===== config.mk =====
export PLATFORM = sky130hd
export DESIGN_NAME = taylor_exp_series_unit
export DESIGN_NICKNAME = d
export VERILOG_FILES = /design/src/hw/rtl/tes_pkg.sv /design/src/hw/rtl/tes_datapath.sv /design/src/hw/rtl/tes_ctrl.sv /design/src/hw/rtl/taylor_exp_series_unit.sv
export VERILOG_INCLUDE_DIRS = /design/src /design/src/hw/rtl
export SDC_FILE = /design/constraint.sdc
export NUM_CORES = 2
export LEC_CHECK = 0
export BUFFER_PORTS_ARGS = -buffer_cell sky130_fd_sc_hd__clkbuf_2
export CORE_MARGIN = 5
export CORE_UTILIZATION = 41
export CTS_BUF_LIST = sky130_fd_sc_hd__clkbuf_4
export DETAILED_ROUTE_END_ITERATION = 10
export HOLD_SLACK_MARGIN = 0.08
export PLACE_DENSITY = 0.55
export SLEW_MARGIN = 15
export SYNTH_ARGS = -nofsm -noshare
export SYNTH_HDL_FRONTEND = slang
export SYNTH_SLANG_ARGS = --single-unit

===== constraint.sdc =====
create_clock -name clock -period 6.35 [get_ports clock]
set_input_delay 0.635 -clock clock [delete_from_list [all_inputs] [get_ports clock]]
set_output_delay 0.635 -clock clock [all_outputs]
set_load 0.02 [all_outputs]

===== src/hw/rtl/taylor_exp_series_unit_macros.svh =====
// Assertion helpers shared by the RTL of the exponential series unit.
`ifndef TAYLOR_EXP_SERIES_UNIT_MACROS_SVH
`define TAYLOR_EXP_SERIES_UNIT_MACROS_SVH

// Condition c holds in the same cycle as a.
`define TES_ASSERT_NOW(label, clk, rst, a, c) \
   label: assert property (@(posedge clk) disable iff (rst) (a) |-> (c)) \
      else $error("tes assertion failed");

// Condition c holds in the cycle after a.
`define TES_ASSERT_NEXT(label, clk, rst, a, c) \
   label: assert property (@(posedge clk) disable iff (rst) (a) |=> (c)) \
      else $error("tes assertion failed");

`endif


===== src/hw/rtl/tes_pkg.sv =====
`default_nettype none

package tes_pkg;

   localparam int X_W     = 6;
   localparam int THR_W   = 33;
   localparam int MAG_W   = 62;
   localparam int SUM_W   = 63;
   localparam int OUT_W   = 63;
   localparam int TERMS_W = 7;

   localparam logic [MAG_W-1:0] VAL_CAP = {MAG_W{1'b1}};
   localparam logic [OUT_W-1:0] OUT_MAX = {OUT_W{1'b1}};
   localparam logic [THR_W-1:0] THR_RESET = THR_W'(1);

   typedef struct packed {
      logic load;
      logic term_mul;
      logic div_step;
      logic accum;
      logic rcp_init;
      logic rcp_step;
      logic rcp_lead;
   } cmd_type;

   typedef struct packed {
      logic more_terms;
   } status_type;

endpackage

`default_nettype wire


===== src/hw/rtl/tes_datapath.sv =====
`default_nettype none

module tes_datapath #(
   parameter int MAX_TERMS = 96,
   parameter int FRAC_BITS = 32,
   parameter int X_LIMIT   = 16
) (
   input  wire logic                              clock,
   input  wire logic                              reset,
   input  wire logic                              csr_write_en,
   input  wire logic [tes_pkg::THR_W-1:0]         csr_write_data,
   input  wire logic signed [tes_pkg::X_W-1:0]    req_x_value,
   input  wire tes_pkg::cmd_type                  cmd,
   output tes_pkg::status_type                    status,
   output logic [tes_pkg::OUT_W-1:0]              rsp_exp_sum,
   output logic [tes_pkg::OUT_W-1:0]              rsp_reciprocal,
   output logic [tes_pkg::TERMS_W-1:0]            rsp_terms_used,
   output logic                                   rsp_saturated
);

   localparam int MAG_W = tes_pkg::MAG_W;
   localparam int SUM_W = tes_pkg::SUM_W;
   localparam int OUT_W = tes_pkg::OUT_W;
   localparam int N_W   = $clog2(MAX_TERMS + 1);
   localparam int AX_W  = $clog2(X_LIMIT + 1);
   localparam int P_W   = MAG_W + AX_W;
   localparam int Q_W   = 2 * FRAC_BITS + 1;
   localparam int CMP_W = (Q_W > OUT_W) ? Q_W : OUT_W;

   logic [tes_pkg::THR_W-1:0] thr_ff, thr_in;
   logic                      neg_ff, neg_in;
   logic [AX_W-1:0]           ax_ff, ax_in;
   logic [MAG_W-1:0]          mag_ff, mag_in;
   logic signed [SUM_W-1:0]   sum_ff, sum_in;
   logic [N_W-1:0]            n_ff, n_in;
   logic [N_W-1:0]            rem_ff, rem_in;
   logic                      sat_ff, sat_in;
   logic [MAG_W-1:0]          rr_ff, rr_in;
   logic [Q_W-1:0]            rq_ff, rq_in;

   logic signed [6:0]         x_ext;
   logic signed [6:0]         x_lim;
   logic signed [6:0]         x_abs;
   logic [P_W-1:0]            prod;
   logic                      mul_ovf;
   logic [N_W:0]              div_sh;
   logic                      div_ge;
   logic signed [SUM_W:0]     acc_sum;
   logic signed [SUM_W:0]     acc_cap;
   logic                      term_neg;
   logic                      sum_pos;
   logic [MAG_W-1:0]          divisor;
   logic [MAG_W:0]            rr_sh;
   logic                      rr_ge;
   logic                      mag_above;
   logic [CMP_W-1:0]          rq_wide;
   logic                      rcp_sat;

   always_comb begin
      x_ext = {req_x_value[tes_pkg::X_W-1], req_x_value};
      x_lim = 7'(X_LIMIT);
      x_abs = x_ext[6] ? -x_ext : x_ext;

      prod    = P_W'(mag_ff) * P_W'(ax_ff);
      mul_ovf = prod > P_W'(tes_pkg::VAL_CAP);

      div_sh = {rem_ff, mag_ff[MAG_W-1]};
      div_ge = div_sh >= {1'b0, n_ff};

      term_neg = neg_ff & n_ff[0];
      acc_cap  = signed'((SUM_W + 1)'(tes_pkg::VAL_CAP));
      if (term_neg) begin
         acc_sum = {sum_ff[SUM_W-1], sum_ff} - signed'({2'b00, mag_ff});
      end else begin
         acc_sum = {sum_ff[SUM_W-1], sum_ff} + signed'({2'b00, mag_ff});
      end

      sum_pos = !sum_ff[SUM_W-1] && (sum_ff != '0);
      divisor = sum_pos ? sum_ff[MAG_W-1:0] : '0;
      rr_sh   = {rr_ff, cmd.rcp_lead};
      rr_ge   = rr_sh >= {1'b0, divisor};

      mag_above = {{(MAG_W - tes_pkg::THR_W){1'b0}}, thr_ff} < mag_ff;
      status.more_terms = mag_above && (n_ff < N_W'(MAX_TERMS));
   end

   always_comb begin
      thr_in = thr_ff;
      neg_in = neg_ff;
      ax_in  = ax_ff;
      mag_in = mag_ff;
      sum_in = sum_ff;
      n_in   = n_ff;
      rem_in = rem_ff;
      sat_in = sat_ff;
      rr_in  = rr_ff;
      rq_in  = rq_ff;

      if (csr_write_en) begin
         thr_in = csr_write_data;
      end

      if (cmd.load) begin
         // Out-of-range exponents are clamped silently.
         if (x_ext > x_lim) begin
            neg_in = 1'b0;
            ax_in  = AX_W'(X_LIMIT);
         end else if (x_ext < -x_lim) begin
            neg_in = 1'b1;
            ax_in  = AX_W'(X_LIMIT);
         end else begin
            neg_in = x_ext[6];
            ax_in  = AX_W'(x_abs);
         end
         mag_in = MAG_W'(1) << FRAC_BITS;
         sum_in = SUM_W'(1) << FRAC_BITS;
         n_in   = '0;
         sat_in = 1'b0;
      end

      if (cmd.term_mul) begin
         n_in   = n_ff + N_W'(1);
         rem_in = '0;
         if (mul_ovf) begin
            mag_in = tes_pkg::VAL_CAP;
            sat_in = 1'b1;
         end else begin
            mag_in = prod[MAG_W-1:0];
         end
      end

      // One quotient bit per cycle; the quotient shifts into the term register.
      if (cmd.div_step) begin
         rem_in = div_ge ? N_W'(div_sh - {1'b0, n_ff}) : N_W'(div_sh);
         mag_in = {mag_ff[MAG_W-2:0], div_ge};
      end

      if (cmd.accum) begin
         if (acc_sum > acc_cap) begin
            sum_in = signed'(SUM_W'(acc_cap));
            sat_in = 1'b1;
         end else if (acc_sum < -acc_cap) begin
            sum_in = signed'(SUM_W'(-acc_cap));
            sat_in = 1'b1;
         end else begin
            sum_in = SUM_W'(acc_sum);
         end
      end

      if (cmd.rcp_init) begin
         rr_in = '0;
         rq_in = '0;
         if (mag_above) begin
            sat_in = 1'b1;
         end
      end

      // Restoring division of 2^(2*FRAC_BITS) by the sum: the leading one
      // enters on the first step, zeros after it.
      if (cmd.rcp_step) begin
         rr_in = rr_ge ? MAG_W'(rr_sh - {1'b0, divisor}) : MAG_W'(rr_sh);
         rq_in = {rq_ff[Q_W-2:0], rr_ge};
      end
   end

   always_ff @(posedge clock) begin
      if (reset) begin
         thr_ff <= tes_pkg::THR_RESET;
      end else begin
         thr_ff <= thr_in;
      end
   end

   always_ff @(posedge clock) begin
      neg_ff <= neg_in;
      ax_ff  <= ax_in;
      mag_ff <= mag_in;
      sum_ff <= sum_in;
      n_ff   <= n_in;
      rem_ff <= rem_in;
      sat_ff <= sat_in;
      rr_ff  <= rr_in;
      rq_ff  <= rq_in;
   end

   always_comb begin
      rq_wide = CMP_W'(rq_ff);
      rcp_sat = rq_wide > CMP_W'(tes_pkg::OUT_MAX);
      rsp_terms_used = tes_pkg::TERMS_W'(n_ff);
      if (sum_pos) begin
         rsp_exp_sum    = OUT_W'(sum_ff);
         rsp_reciprocal = rcp_sat ? tes_pkg::OUT_MAX : rq_wide[OUT_W-1:0];
         rsp_saturated  = sat_ff | rcp_sat;
      end else begin
         rsp_exp_sum    = '0;
         rsp_reciprocal = tes_pkg::OUT_MAX;
         rsp_saturated  = 1'b1;
      end
   end

endmodule

`default_nettype wire


===== src/hw/rtl/tes_ctrl.sv =====
`default_nettype none

`include "taylor_exp_series_unit_macros.svh"

module tes_ctrl #(
   parameter int FRAC_BITS = 32
) (
   input  wire logic                 clock,
   input  wire logic                 reset,
   input  wire logic                 start,
   output logic                      busy,
   output logic                      rsp_valid,
   input  wire tes_pkg::status_type  status,
   output tes_pkg::cmd_type          cmd
);

   localparam int DIV_STEPS = tes_pkg::MAG_W;
   localparam int RCP_STEPS = 2 * FRAC_BITS + 1;
   localparam int CNT_W = $clog2(((RCP_STEPS > DIV_STEPS) ? RCP_STEPS : DIV_STEPS) + 1);

   typedef enum logic [6:0] {
      ST_IDLE  = 7'b0000001,
      ST_CHECK = 7'b0000010,
      ST_DIV   = 7'b0000100,
      ST_ACC   = 7'b0001000,
      ST_RCP   = 7'b0010000,
      ST_DONE  = 7'b0100000,
      ST_SPARE = 7'b1000000
   } state_type;

   state_type        state_ff, state_in;
   logic [CNT_W-1:0] cnt_ff, cnt_in;

   always_comb begin
      state_in = state_ff;
      cnt_in   = cnt_ff;
      cmd      = '0;
      unique case (state_ff)
         ST_IDLE: begin
            if (start) begin
               cmd.load = 1'b1;
               state_in = ST_CHECK;
            end
         end
         ST_CHECK: begin
            cnt_in = '0;
            if (status.more_terms) begin
               cmd.term_mul = 1'b1;
               state_in     = ST_DIV;
            end else begin
               cmd.rcp_init = 1'b1;
               state_in     = ST_RCP;
            end
         end
         ST_DIV: begin
            cmd.div_step = 1'b1;
            cnt_in       = cnt_ff + CNT_W'(1);
            if (cnt_ff == CNT_W'(DIV_STEPS - 1)) begin
               state_in = ST_ACC;
            end
         end
         ST_ACC: begin
            cmd.accum = 1'b1;
            state_in  = ST_CHECK;
         end
         ST_RCP: begin
            cmd.rcp_step = 1'b1;
            cmd.rcp_lead = (cnt_ff == '0);
            cnt_in       = cnt_ff + CNT_W'(1);
            if (cnt_ff == CNT_W'(RCP_STEPS - 1)) begin
               state_in = ST_DONE;
            end
         end
         ST_DONE: begin
            state_in = ST_IDLE;
         end
         default: begin
            state_in = ST_IDLE;
         end
      endcase
   end

   always_ff @(posedge clock) begin
      if (reset) begin
         state_ff <= ST_IDLE;
         cnt_ff   <= '0;
      end else begin
         state_ff <= state_in;
         cnt_ff   <= cnt_in;
      end
   end

   assign busy      = (state_ff != ST_IDLE);
   assign rsp_valid = (state_ff == ST_DONE);

   `TES_ASSERT_NEXT(a_rsp_one_cycle, clock, reset, rsp_valid, !rsp_valid)
   `TES_ASSERT_NEXT(a_start_taken, clock, reset, start && !busy, busy && !rsp_valid)
   `TES_ASSERT_NEXT(a_idle_after_rsp, clock, reset, rsp_valid, !busy)
   `TES_ASSERT_NOW(a_lead_in_rcp, clock, reset, cmd.rcp_lead, cmd.rcp_step)

endmodule

`default_nettype wire


===== src/hw/rtl/taylor_exp_series_unit.sv =====
// Channel    Ports                                     Handshake
// request    start, busy, req_x_value                  taken when start && !busy
// response   rsp_valid, rsp_exp_sum, rsp_reciprocal,   one-cycle strobe, no back-pressure
//            rsp_terms_used, rsp_saturated
// config     csr_write_en, csr_write_data              written when csr_write_en is high
//
// Each request adds T terms (at most MAX_TERMS) to the series; each term passes through
// the multiply, the bit-serial divide by n and the accumulate. The reciprocal divider
// then runs one quotient bit per cycle. busy stays high until the response strobe has
// been shown.
// Reset is synchronous and returns the threshold to 1 and the sequencer to idle.
// The response cannot be stalled; it is valid only during the strobe cycle.
`default_nettype none

module taylor_exp_series_unit #(
   parameter int MAX_TERMS = 96,
   parameter int FRAC_BITS = 32,
   parameter int X_LIMIT   = 16
) (
   input  wire logic                              clock,
   input  wire logic                              reset,
   input  wire logic                              start,
   output logic                                   busy,
   input  wire logic signed [tes_pkg::X_W-1:0]    req_x_value,
   input  wire logic                              csr_write_en,
   input  wire logic [tes_pkg::THR_W-1:0]         csr_write_data,
   output logic                                   rsp_valid,
   output logic [tes_pkg::OUT_W-1:0]              rsp_exp_sum,
   output logic [tes_pkg::OUT_W-1:0]              rsp_reciprocal,
   output logic [tes_pkg::TERMS_W-1:0]            rsp_terms_used,
   output logic                                   rsp_saturated
);

   tes_pkg::cmd_type    cmd;
   tes_pkg::status_type status;

   tes_ctrl #(
      .FRAC_BITS (FRAC_BITS)
   ) u_ctrl (
      .clock     (clock),
      .reset     (reset),
      .start     (start),
      .busy      (busy),
      .rsp_valid (rsp_valid),
      .status    (status),
      .cmd       (cmd)
   );

   tes_datapath #(
      .MAX_TERMS (MAX_TERMS),
      .FRAC_BITS (FRAC_BITS),
      .X_LIMIT   (X_LIMIT)
   ) u_datapath (
      .clock          (clock),
      .reset          (reset),
      .csr_write_en   (csr_write_en),
      .csr_write_data (csr_write_data),
      .req_x_value    (req_x_value),
      .cmd            (cmd),
      .status         (status),
      .rsp_exp_sum    (rsp_exp_sum),
      .rsp_reciprocal (rsp_reciprocal),
      .rsp_terms_used (rsp_terms_used),
      .rsp_saturated  (rsp_saturated)
   );

endmodule

`default_nettype wire

==> results.json <==
{
  "tightest_slew_ps": 1178,
  "drt-vias-per-instance": 5.463,
  "drive_above_1_share_pct": 19.89,
  "rsz0062_at_grt": "true",
  "cp_max_fo": 6,
  "ant_nets": 0,
  "critPathTopFamily": "simple AND/OR/NAND/NOR gates",
  "routabilityCongestion": 0.9885,
  "overflow": 0,
  "netlist_area_sq_mm": 0.03481,
  "r2r_slack_ps": 40,
  "synthCells": 4099,
  "synth_flop_cell": "edfxtp_1",
  "clockRootBuffer": "clkbuf_4",
  "yosysTopAreaCell": "edfxtp_1",
  "crit_top_cell": "buf_12",
  "placed_cells": 5503,
  "clock_path_buffers": 3,
  "avgSynthCellArea_sq_um": 8.492,
  "synth_edf_count": 272,
  "p_leak_nw": 18.59,
  "ys_ff_latch": 319,
  "antenna_found_initial": 3,
  "vdd.ir_drop.worst_uv": 120.8,
  "hold_viol": 0,
  "cts_buffers": 97,
  "synth.area.top_cells": "edfxtp_1 (23%), fa_1 (11%), ha_1 (8.8%), and2_1 (5.9%), a21oi_1 (4.6%)",
  "timing.hold.ws_ps": 158.7,
  "cts_sinks": 319,
  "crit_arrival_ps": 6940,
  "grt_max_degree": 70,
  "grt_pass1_wl_mm": 174.6,
  "power_density_mw_per_mm2": 284.9,
  "critPathSlowestCell": "or4_4",
  "final_cells": 5771,
  "setup_ws_ps": 35.94,
  "drc": 0,
  "rows": 106,
  "power_frac_clock_pct": 17.6,
  "start_util_pct": 41.46,
  "yosys.area.top_type_share_pct": 23.46,
  "path_class": "reg -> reg",
  "hpwl_mm": 87.68,
  "fin_crit_ps": 6314,
  "p_int_mw": 6.393,
  "fin_nets": 5021,
  "dieWidth_microns": 301.4,
  "fin_skew_ps": 62.89,
  "path_clk_slew_ps": 60,
  "synth_cell_type_count": 96,
  "required_ps": 6980,
  "h-tree-depth": 3,
  "drt_first_pass_iters": 6,
  "numPortBuffers": 177,
  "pwr-share-comb_pct": 60.7,
  "place_area_sq_mm": 0.03879,
  "grt_usage_pct": 24.11,
  "p_seq_share_pct": 21.7,
  "yosysWarnings": 0,
  "p_switching_mw": 5.481,
  "drv_cap": 0,
  "ys_seq_area_share_pct": 26.17,
  "status": "finished, final reports clean",
  "synthToLayoutAreaGrowth_pct": 19.73,
  "path_buf_inv": 7,
  "max_stage_delay_ps": 560,
  "worstSkewPairLatency_ps": 910,
  "wl_mm": 113.7,
  "end_kind": "flip-flop",
  "die_area_sq_mm": 0.09083,
  "post-place-ws_ps": -342.3,
  "async_flop_share_pct": 0,
  "swShare_pct": 46.16,
  "maxClockFrequency_mhz": 158.4,
  "max_slew_margin_pct": 21.44,
  "wl_per_cell_microns": 19.71,
  "num-fill-cells": 8152,
  "setup_violations": 0,
  "holdCritPathClass": "in -> reg",
  "die_h_microns": 301.4,
  "io_pins": 179,
  "vias": 31526,
  "fin_crit_sh_pct": 99.43,
  "cp-start-kind": "flip-flop",
  "first_iter_violations": 2332,
  "final_area_sq_mm": 0.04168,
  "cts_tree": "built",
  "synth_fp_nets": 4570,
  "slew_violations": 0,
  "grt_pass1_vias": 31154,
  "coreArea_sq_mm": 0.08395
}
layer usage:
layer  GRT usage (%)  share of wire (%)  vias to the layer above
met3           4.010                6.4                      168
met1           33.44                 45                    15219
li1                -                  -                    15235
met4           7.035                2.7                        2
met5               0             0.0062                        -
met2           38.92                 46                      902
worst paths after layout:
path	from	endpoint	depth (start not counted)
max	u_datapath.mag_ff[15]	u_datapath.sum_ff[58]	27
min	req_x_value[3]	u_datapath.ax_ff[3]	3
max reg2reg	u_datapath.mag_ff[15]	u_datapath.sum_ff[58]	27
min reg2reg	u_datapath.thr_ff[7]	u_datapath.thr_ff[7]	2
registers in the layout (all words and copies together) (netlist names):
register	cells
u_datapath.rq_ff	65
u_datapath.sum_ff	63
u_datapath.mag_ff	62
u_datapath.rr_ff	62
u_datapath.thr_ff	33
u_ctrl.cnt_ff	7
u_datapath.rem_ff	7
u_datapath.rsp_terms_used	7
u_ctrl.state_ff	6
u_datapath.ax_ff	5
u_datapath.neg_ff	1
u_datapath.sat_ff	1
power groups by stage:
stage	Combinational, mW	Clock (mW)	Sequential (mW)
3_3_place_gp	6.74	0	2.61
3_5_place_dp	6.71	0	2.61
6_report	7.20	2.09	2.58
5_1_grt	7.96	2.29	2.58
4_1_cts	6.79	2.17	2.57
2_1_floorplan	4.56	0	2.52
timing repair:
| action | in CTS | in global routing |
|---|---|---|
| gates cloned | 1 | 12 |
| pin swaps | 2 | 44 |
| buffers inserted | 2 | 30 |
| hold buffers | 38 | 0 |
| resized for setup | 10 | 147 |
| hold endpoints to repair | 38 | 0 |
| setup endpoints to repair | 122 | 122 |
cell usage after synthesis (all sizes together), types with 100 or more instances:
| cell type | n |
|---|---|
| o21ai | 209 |
| xnor2 | 139 |
| a21o | 129 |
| nand2 | 348 |
| clkbuf | 192 |
| and2 | 330 |
| xor2 | 100 |
| edfxtp | 272 |
| ha | 245 |
| nor2 | 282 |
| fa | 183 |
| a21oi | 325 |
| inv | 388 |
worst reg2reg max path: cells and delay by family (launching register included):
kind / cells / cell delay [ps]
fa+ha+maj: 1 / 370
compound gates: 6 / 1060
simple gates: 12 / 3040
flops: 1 / 470
xor+xnor: 1 / 140
buf+inv: 7 / 980
kinds of logic (layout without fill, tap and decap cells):
family | count (synthesis) | after routing | synth area share [%]
other | 1 | 7 | 0.01077
flip-flops | 319 | 319 | 26.17
AO/OA/AOI/OAI | 980 | 980 | 18.07
buffers and inverters | 621 | 1153 | 6.912
XOR/XNOR | 239 | 239 | 6.035
multiplexers | 88 | 88 | 2.538
AND/OR/NAND/NOR | 1423 | 1423 | 20.94
adder cells (fa/ha/maj) | 428 | 428 | 19.33
per-stage QoR:
step	power (mW)	setup TNS [ps]	util, %
after floorplan	7.081	0	-
after global placement	9.349	-12600	46.21
after detailed placement	9.322	-24290	46.21
after CTS	11.52	0	48.29
after global routing	12.83	-4448	49.64
final	11.87	0	49.64
final cells by class:
cell class              count  area (sq um)  share of cell area, %
clock buffers             131         983.4                  2.360
clock inverters            49         279.0                 0.6695
flip-flops and latches    319          9109                  21.86
well taps                1134          1419                  3.404
repair buffers            585          4418                  10.60
multi-input cells        3159         24000                  57.58
diodes                      6         15.01                0.03603
inverters                 388          1456                  3.494
placed cells by master, fill, tap and decap left out, drive strengths merged, types with 52 or more instances in the layout:
master  count
nor2      282
nor3       52
or2        76
o21ai     209
nand4      71
xnor2     139
inv       391
and2      330
clkbuf    316
mux2i      86
a21o      129
nand3      69
xor2      100
edfxtp    272
a21oi     325
buf       362
fa        183
nand2     348
ha        245
No activity file was read; power rests on OpenSTA's default activity.
